<file path="src/hw/rtl/p2a_pkg.sv">
// ----------------------------------------------------------------------------
// p2a_pkg: shared constants and types for the pixel to glyph converter
// Grey weights, glyph codes, table type and the records passed between the
// top level and the glyph select pipeline.
// ----------------------------------------------------------------------------
package p2a_pkg;

	// number of printable glyphs in the grey table (2 to 128)
	localparam int GLYPH_COUNT = 94;

	// field widths
	localparam int ENTRY_INDEX_W = 7;
	localparam int GREY_W        = 8;
	localparam int COLOR_W       = 8;
	localparam int GLYPH_W       = 7;

	// the select tree is padded to every code the index field can carry
	localparam int TREE_LEAVES = 1 << ENTRY_INDEX_W;

	// grey conversion: (B*1868 + G*9617 + R*4899 + 8192) >> 14
	localparam int WEIGHT_W = 14;
	localparam int PROD_W   = COLOR_W + WEIGHT_W;
	localparam logic [WEIGHT_W-1:0] W_BLUE     = 14'd1868;
	localparam logic [WEIGHT_W-1:0] W_GREEN    = 14'd9617;
	localparam logic [WEIGHT_W-1:0] W_RED      = 14'd4899;
	localparam logic [PROD_W-1:0]   GREY_ROUND = 22'd8192;

	// glyph codes
	localparam logic [GREY_W-1:0]  WHITE_GREY  = 8'd255;
	localparam logic [GLYPH_W-1:0] SPACE_GLYPH = 7'd32;
	localparam logic [GLYPH_W-1:0] FIRST_GLYPH = 7'd33;

	// item kinds on the input channel
	localparam logic MODE_LOAD  = 1'b0;
	localparam logic MODE_PIXEL = 1'b1;

	typedef logic [GREY_W-1:0] grey_tab_t [GLYPH_COUNT];

	// pixel entering the select pipeline
	typedef struct packed {
		logic              valid;
		logic [GREY_W-1:0] grey;
	} sel_in_t;

	// registered result leaving the select pipeline
	typedef struct packed {
		logic               valid;
		logic [GLYPH_W-1:0] glyph;
	} sel_out_t;

endpackage

</file>
<file path="src/hw/rtl/p2a_select.sv">
// ----------------------------------------------------------------------------
// p2a_select: nearest grey glyph search
// Absolute differences against every table entry, then a registered
// minimum tree (two compare levels per stage, one in the last) down to one
// glyph code, or the space code for white.
// ----------------------------------------------------------------------------
module p2a_select (
	input  logic              clk,
	input  logic              arst_n,
	input  logic              adv,
	input  p2a_pkg::sel_in_t  sel_in,
	input  p2a_pkg::grey_tab_t grey_tab,
	output p2a_pkg::sel_out_t sel_out
);
	import p2a_pkg::*;

	// one candidate: distance (bit 8 marks padding) and table index
	typedef struct packed {
		logic [GREY_W:0]          gap;
		logic [ENTRY_INDEX_W-1:0] idx;
	} cand_t;

	localparam logic [GREY_W:0] PAD_DIST = {1'b1, {GREY_W{1'b0}}};

	localparam int N1 = TREE_LEAVES / 2;
	localparam int N2 = TREE_LEAVES / 4;
	localparam int N3 = TREE_LEAVES / 8;
	localparam int N4 = TREE_LEAVES / 16;
	localparam int N5 = TREE_LEAVES / 32;
	localparam int N6 = TREE_LEAVES / 64;

	// lower index wins a tie
	function automatic cand_t pick(input cand_t a, input cand_t b);
		return (b.gap < a.gap) ? b : a;
	endfunction

	// stage 3: absolute distances
	logic              v_s3;
	logic              white_s3;
	logic [GREY_W-1:0] dist_s3 [GLYPH_COUNT];

	always_ff @(posedge clk or negedge arst_n) begin
		if (!arst_n) begin
			v_s3 <= 1'b0;
		end else if (adv) begin
			v_s3 <= sel_in.valid;
		end
	end

	always_ff @(posedge clk) begin
		if (adv) begin
			white_s3 <= (sel_in.grey == WHITE_GREY);
			for (int i = 0; i < GLYPH_COUNT; i++) begin
				dist_s3[i] <= (grey_tab[i] > sel_in.grey) ? (grey_tab[i] - sel_in.grey)
				                                          : (sel_in.grey - grey_tab[i]);
			end
		end
	end

	// leaves, padded past the table with a distance no entry can reach
	cand_t leaf [TREE_LEAVES];

	for (genvar gi = 0; gi < TREE_LEAVES; gi++) begin : g_leaf
		if (gi < GLYPH_COUNT) begin : g_used
			assign leaf[gi] = '{gap: {1'b0, dist_s3[gi]}, idx: ENTRY_INDEX_W'(gi)};
		end else begin : g_pad
			assign leaf[gi] = '{gap: PAD_DIST, idx: ENTRY_INDEX_W'(gi)};
		end
	end

	// stage 4: levels one and two
	cand_t lvl1 [N1];
	cand_t lvl2 [N2];
	cand_t best_s4 [N2];
	logic  v_s4, white_s4;

	always_comb begin
		for (int i = 0; i < N1; i++) lvl1[i] = pick(leaf[2*i], leaf[2*i+1]);
		for (int i = 0; i < N2; i++) lvl2[i] = pick(lvl1[2*i], lvl1[2*i+1]);
	end

	// stage 5: levels three and four
	cand_t lvl3 [N3];
	cand_t lvl4 [N4];
	cand_t best_s5 [N4];
	logic  v_s5, white_s5;

	always_comb begin
		for (int i = 0; i < N3; i++) lvl3[i] = pick(best_s4[2*i], best_s4[2*i+1]);
		for (int i = 0; i < N4; i++) lvl4[i] = pick(lvl3[2*i], lvl3[2*i+1]);
	end

	// stage 6: levels five and six
	cand_t lvl5 [N5];
	cand_t lvl6 [N6];
	cand_t best_s6 [N6];
	logic  v_s6, white_s6;

	always_comb begin
		for (int i = 0; i < N5; i++) lvl5[i] = pick(best_s5[2*i], best_s5[2*i+1]);
		for (int i = 0; i < N6; i++) lvl6[i] = pick(lvl5[2*i], lvl5[2*i+1]);
	end

	// stage 7: last level and glyph code
	cand_t              last;
	logic               v_s7;
	logic [GLYPH_W-1:0] glyph_s7;

	assign last = pick(best_s6[0], best_s6[1]);

	// valid bits
	always_ff @(posedge clk or negedge arst_n) begin
		if (!arst_n) begin
			v_s4 <= 1'b0;
			v_s5 <= 1'b0;
			v_s6 <= 1'b0;
			v_s7 <= 1'b0;
		end else if (adv) begin
			v_s4 <= v_s3;
			v_s5 <= v_s4;
			v_s6 <= v_s5;
			v_s7 <= v_s6;
		end
	end

	// tree payload
	always_ff @(posedge clk) begin
		if (adv) begin
			best_s4  <= lvl2;
			best_s5  <= lvl4;
			best_s6  <= lvl6;
			white_s4 <= white_s3;
			white_s5 <= white_s4;
			white_s6 <= white_s5;
			glyph_s7 <= white_s6 ? SPACE_GLYPH : (last.idx + FIRST_GLYPH);
		end
	end

	assign sel_out = '{valid: v_s7, glyph: glyph_s7};

endmodule

</file>
<file path="config.mk">
export PLATFORM = sky130hd
export DESIGN_NAME = p2a_select
export DESIGN_NICKNAME = d
export VERILOG_FILES = /design/src/hw/rtl/p2a_pkg.sv /design/src/hw/rtl/p2a_select.sv
export SDC_FILE = /design/constraint.sdc
export NUM_CORES = 2
export LEC_CHECK = 0
export BUFFER_PORTS_ARGS = -buffer_cell sky130_fd_sc_hd__buf_2
export CAP_MARGIN = 20
export CORE_MARGIN = 2
export CORE_UTILIZATION = 44
export CTS_CLUSTER_SIZE = 30
export DETAILED_ROUTE_END_ITERATION = 6
export PLACE_DENSITY = 0.65
export SLEW_MARGIN = 25
export SYNTH_ARGS = -nofsm -noshare
export SYNTH_HDL_FRONTEND = slang
export SYNTH_SLANG_ARGS = --single-unit
</file>
<file path="constraint.sdc">
create_clock -name clk -period 3.7 [get_ports clk]
set_input_delay 0 -clock clk [delete_from_list [all_inputs] [get_ports clk]]
set_output_delay 0 -clock clk [all_outputs]
set_load 0.02 [all_outputs]
</file>
-- Word level (Yosys, flattened, before mapping)
Memory sizes are Yosys's and may differ from the RTL's.
Index checks and enable logic that the tools add are counted.
- $lt $le $gt $ge: 189
- $add $sub $neg: 189
- muxes and demuxes: 189
- equal/unequal tests: 1
- operator list (operator ; count):
    $sub 8x8->8 ; 188
    $mux 15 ; 70
    $gt 8x8->1 ; 94
    $mux 8 ; 94
    $lt 8x8->1 ; 70
    $mux 16 ; 22
    $lt 9x9->1 ; 23
    $lt 9x8->1 const A ; 1
    $lt 9x9->1 const A ; 1
    $eq 8x8->1 const B ; 1
    $add 7x6->7 const B ; 1
    $mux 7 ; 1
    $mux 1 ; 2
- output and inout port bits: 8
- memory bits (writable): 752
- memories kept: 1
- logic and storage cells: 643
- register bits after elaboration: 528
- memories (memory ; words ; width ; read ports ; clocked after Yosys merged registers in ; write ports ; line ; source):
    dist_s3 ; 94 ; 8 ; 94 ; 0 ; 94 ; p2a_select.sv:40 ; logic [GREY_W-1:0] dist_s3 [GLYPH_COUNT];

-- Logic depth before layout (Yosys ltp)
An unclocked memory read counts as a cell.
- depth in word-level cells: 5
- gate-level depth with buffers: 20
- mapped depth without buffers: 18

-- Least setup slack after synthesis
Ideal clock, no wire load.
- kind: input to register
- start: in sel_in[1] in the netlist's numbering
- end: mem dist_s3[6][7] (netlist: dist_s3[0][55]) (data pin)
- stages on the path: 9
- setup slack: -4062 ps
- library setup time: 258 ps
- arrival: 7505 ps
- path buffers: 0
- cell sequence: inv_1 > ha_1 > nand2_1 > or4_1 > o21ai_4 > mux2_1 > and3_2 > o221ai_2 > xnor2_1
- RTL lines (what ; line ; source):
    start: declaration ; p2a_select.sv:11 ; input p2a_pkg::sel_in_t sel_in,
    end: declaration ; p2a_select.sv:40 ;

==> impl_metrics.yaml <==
status:
  status: "finished, violations left"
  violations: "setup timing"
die:
  ios: 772
  die-area_um2: 273000
  die_x_um: 523
  rows: 190
  die_h_um: 523
  coreArea_um2: 268000
  start_util: 0.442
synth:
  yosysSeqAreaShare: 0.280
  synth_seq_cells: 1106
  syn_avg_cell_area_um2: 9.71
  synth_area_um2: 118000
  yosysWarnings: 0
  synth_edf_count: 1101
  async_flop_share: 0.00452
  syn-num-nets: 15211
  yosysUniqueCellTypes: 77
  syn_inst: 12197
  synth_top_flop_cell: "edfxtp_1"
critical_path:
  crit_required_ns: 4.34
  path_class: "flop to flop"
  crit_path_end_kind: "flop"
  crit_fanout: 5
  worst-r2r-cell-count: 16
  crit_arrival_ns: 4.35
  worstSetupStartpointType: "flop"
clock_tree:
  cts_root_buffer: "clkbuf_16"
  clock_sinks: 1106
  htree_levels: 4
  cts.clk_slew.worst_paths_ns: 0.07
  clk_latency_ns: 0.80
  cts_buffers: 140
  cts_tree: "yes"
  clk_path_buf_depth: 3
sta:
  hold_slack_ns: 0.0689
  setup_tns_ns: -0.0169
  relSlewSlack: 0.430
  finalSetupViolations: 3
  maxSlewViolCount: 0
  post-route-period-util: 1.00
  fin_ws_ns: -0.0113
  finClkSkew_ns: 0.0401
  worstMarginPinSlew_ns: 0.831
  timing.final.hold_violations: 0
  period_minus_slack_ns: 3.71
  rsz0062_at_grt: "yes"
  max_clock_freq_ghz: 0.269
finish:
  fin_nets: 17770
  syn_to_final_growth_pct: 30.1
  drive_above_1_share: 0.203
  final_area_um2: 154000
  instances_no_fill: 18466
  nFillCells: 22629
pwr:
  powerDensity_nw_per_um2: 634
  peakVddDrop_v: 0.000742
  leakagePower_uw: 0.0711
route:
  top_layer: "met5"
  avgViaCountPerCell: 5.45
  route.final.wire_length_mm: 379
  route.met2.wl_mm: 174
  vias: 100711
  route.met3.wl_mm: 23.5
  ant_nets: 0
  drc: 0
  wl_per_cell_um: 20.6
  dr.first_iter.drc_count: 6932
  wl_met1_mm: 168
  dr.pass1.iters: 6
grt:
  grt_max_degree: 111
  grt_pass1_vias: 97490
  antenna_found_initial: 59
  grt-ovfl-total: 0
  grt_pass1_wl_mm: 561
  grt_usage: 0.263
place:
  io_buffers: 771
  dp_cells: 16842
  hpwl_mm: 280
  gp_congestion: 0.920
  place_area_um2: 133000
min_path:
  holdPathStages: 5
  hold_class: "input port to flop"
job:
  maxCapViolations: 0
-- registers in the layout, summed over array words and instances (netlist names), 7 cells and up --
signal    flops
glyph_s7      7
best_s5      72
best_s4     239
best_s6      27
dist_s3     752
-- critical path, cell delays in order, from the launching register on --
cell and delay [ns]:
edfxtp_1 0.41, inv_1 0.13, ha_4 0.22, a21oi_2 0.16, o21ai_2 0.08, a21oi_1 0.16
o21ai_1 0.11, a21o_1 0.25, mux2i_2 0.26, inv_1 0.08, ha_1 0.34, a21o_1 0.18
a21o_1 0.17, a221o_1 0.35, a21oi_2 0.18, buf_6 0.21, mux2i_4 0.27
-- area by class of cell --
type | count | area, µm² | area share
diodes | 41 | 103 | 0.000666
clock buffers | 159 | 3570 | 0.0232
clock inverters | 100 | 1290 | 0.00838
inverters | 1744 | 6600 | 0.0428
multi-input cells | 9162 | 83400 | 0.541
flip-flops and latches | 1106 | 33200 | 0.215
well taps | 3552 | 4440 | 0.0288
repair buffers | 2602 | 21500 | 0.140
-- Yosys cell counts (all sizes together) (87+ instances only) --
cell type | instances | area (µm²)
o21bai | 181 | 1360
nor3 | 174 | 886
a21oi | 759 | 4040
fa | 188 | 3760
buf | 124 | 662
xor2 | 186 | 1630
a21o | 304 | 2280
a31oi | 116 | 726
a211oi | 128 | 1320
inv | 1744 | 6550
mux2 | 299 | 3370
o21ai | 664 | 3380
edfxtp | 1101 | 33100
nor2b | 193 | 1210
nand2 | 391 | 1470
nor2 | 776 | 2920
and2 | 90 | 563
nand4 | 160 | 1000
a221oi | 87 | 762
nand2b | 138 | 863
ha | 2062 | 25800
o21a | 235 | 1760
xnor2 | 383 | 3350
mux2i | 902 | 9030
-- worst paths after layout --
kind | start | to | slack, ns
setup reg to reg | dist_s3[0][50] | best_s4[492] | -0.01
setup / recovery | dist_s3[0][50] | best_s4[492] | -0.01
hold reg to reg | white_s5 | white_s6 | 0.42
min in group asynchronous | arst_n | v_s3 | 0.18
max in group asynchronous | arst_n | v_s7 | 3.32
hold / removal | sel_in[2] | dist_s3[0][234] | 0.07
-- power breakdown --
part | internal (µW) | switching [µW]
combinational | 30600 | 29900
sequential | 19900 | 2690
clock | 8660 | 5930
total | 59200 | 38500
-- repair_timing --
item                                    4_1_cts  5_1_grt
endpoints found under the setup margin      124      300
buffers inserted                             21      211
endpoints found under the hold margin       920        0
pin swaps                                    18      141
hold buffers                               1079        0
resized for setup                           118      668
cloned                                        2       13
-- cell usage in the layout, fill, tap and decap left out, types with 82 or more instances in the layout --
cell type,n
a21o_1,298
a21oi_1,556
a21oi_2,188
a31oi_1,110
buf_2,767
buf_4,607
clkbuf_16,143
dlygate4sd3_1,1079
edfxtp_1,1101
fa_1,188
ha_1,1967
ha_4,82
inv_1,1686
mux2_2,207
mux2i_1,633
mux2i_2,136
mux2i_4,133
nand2_1,391
nand2b_1,138
nand3b_1,84
nand4_1,160
nor2_1,771
nor2b_1,191
nor3_1,169
o21a_1,230
o21ai_0,486
o21ai_1,154
o21bai_1,181
xnor2_1,383
xor2_1,186
-- cells by family after synthesis --
| kind of cell | synth area share |
|---|---|
| flops | 0.280 |
| xor+xnor | 0.0421 |
| fa+ha+maj | 0.250 |
| buf+inv | 0.0628 |
| mux | 0.105 |
| compound gates | 0.169 |
| simple gates | 0.0920 |
-- metal layers --
layer	vias to the layer above	GRT usage
met3	744	0.0346
met1	48097	0.356
met5	-	0
met4	36	0.0920
met2	3125	0.432
li1	48709	-
-- stage by stage --
| stage | utilization | power [µW] | setup WS, ns |
|---|---|---|---|
| after global routing | 0.575 | 104000 | -0.180 |
| after global placement | 0.496 | 70000 | -0.261 |
| after CTS | 0.557 | 89300 | -0.0328 |
| after detailed placement | 0.496 | 70500 | -0.285 |
| final | 0.575 | 97700 | -0.0113 |
| after floorplan | - | 53600 | -2.52 |
Power figures use the tool's default switching activity.
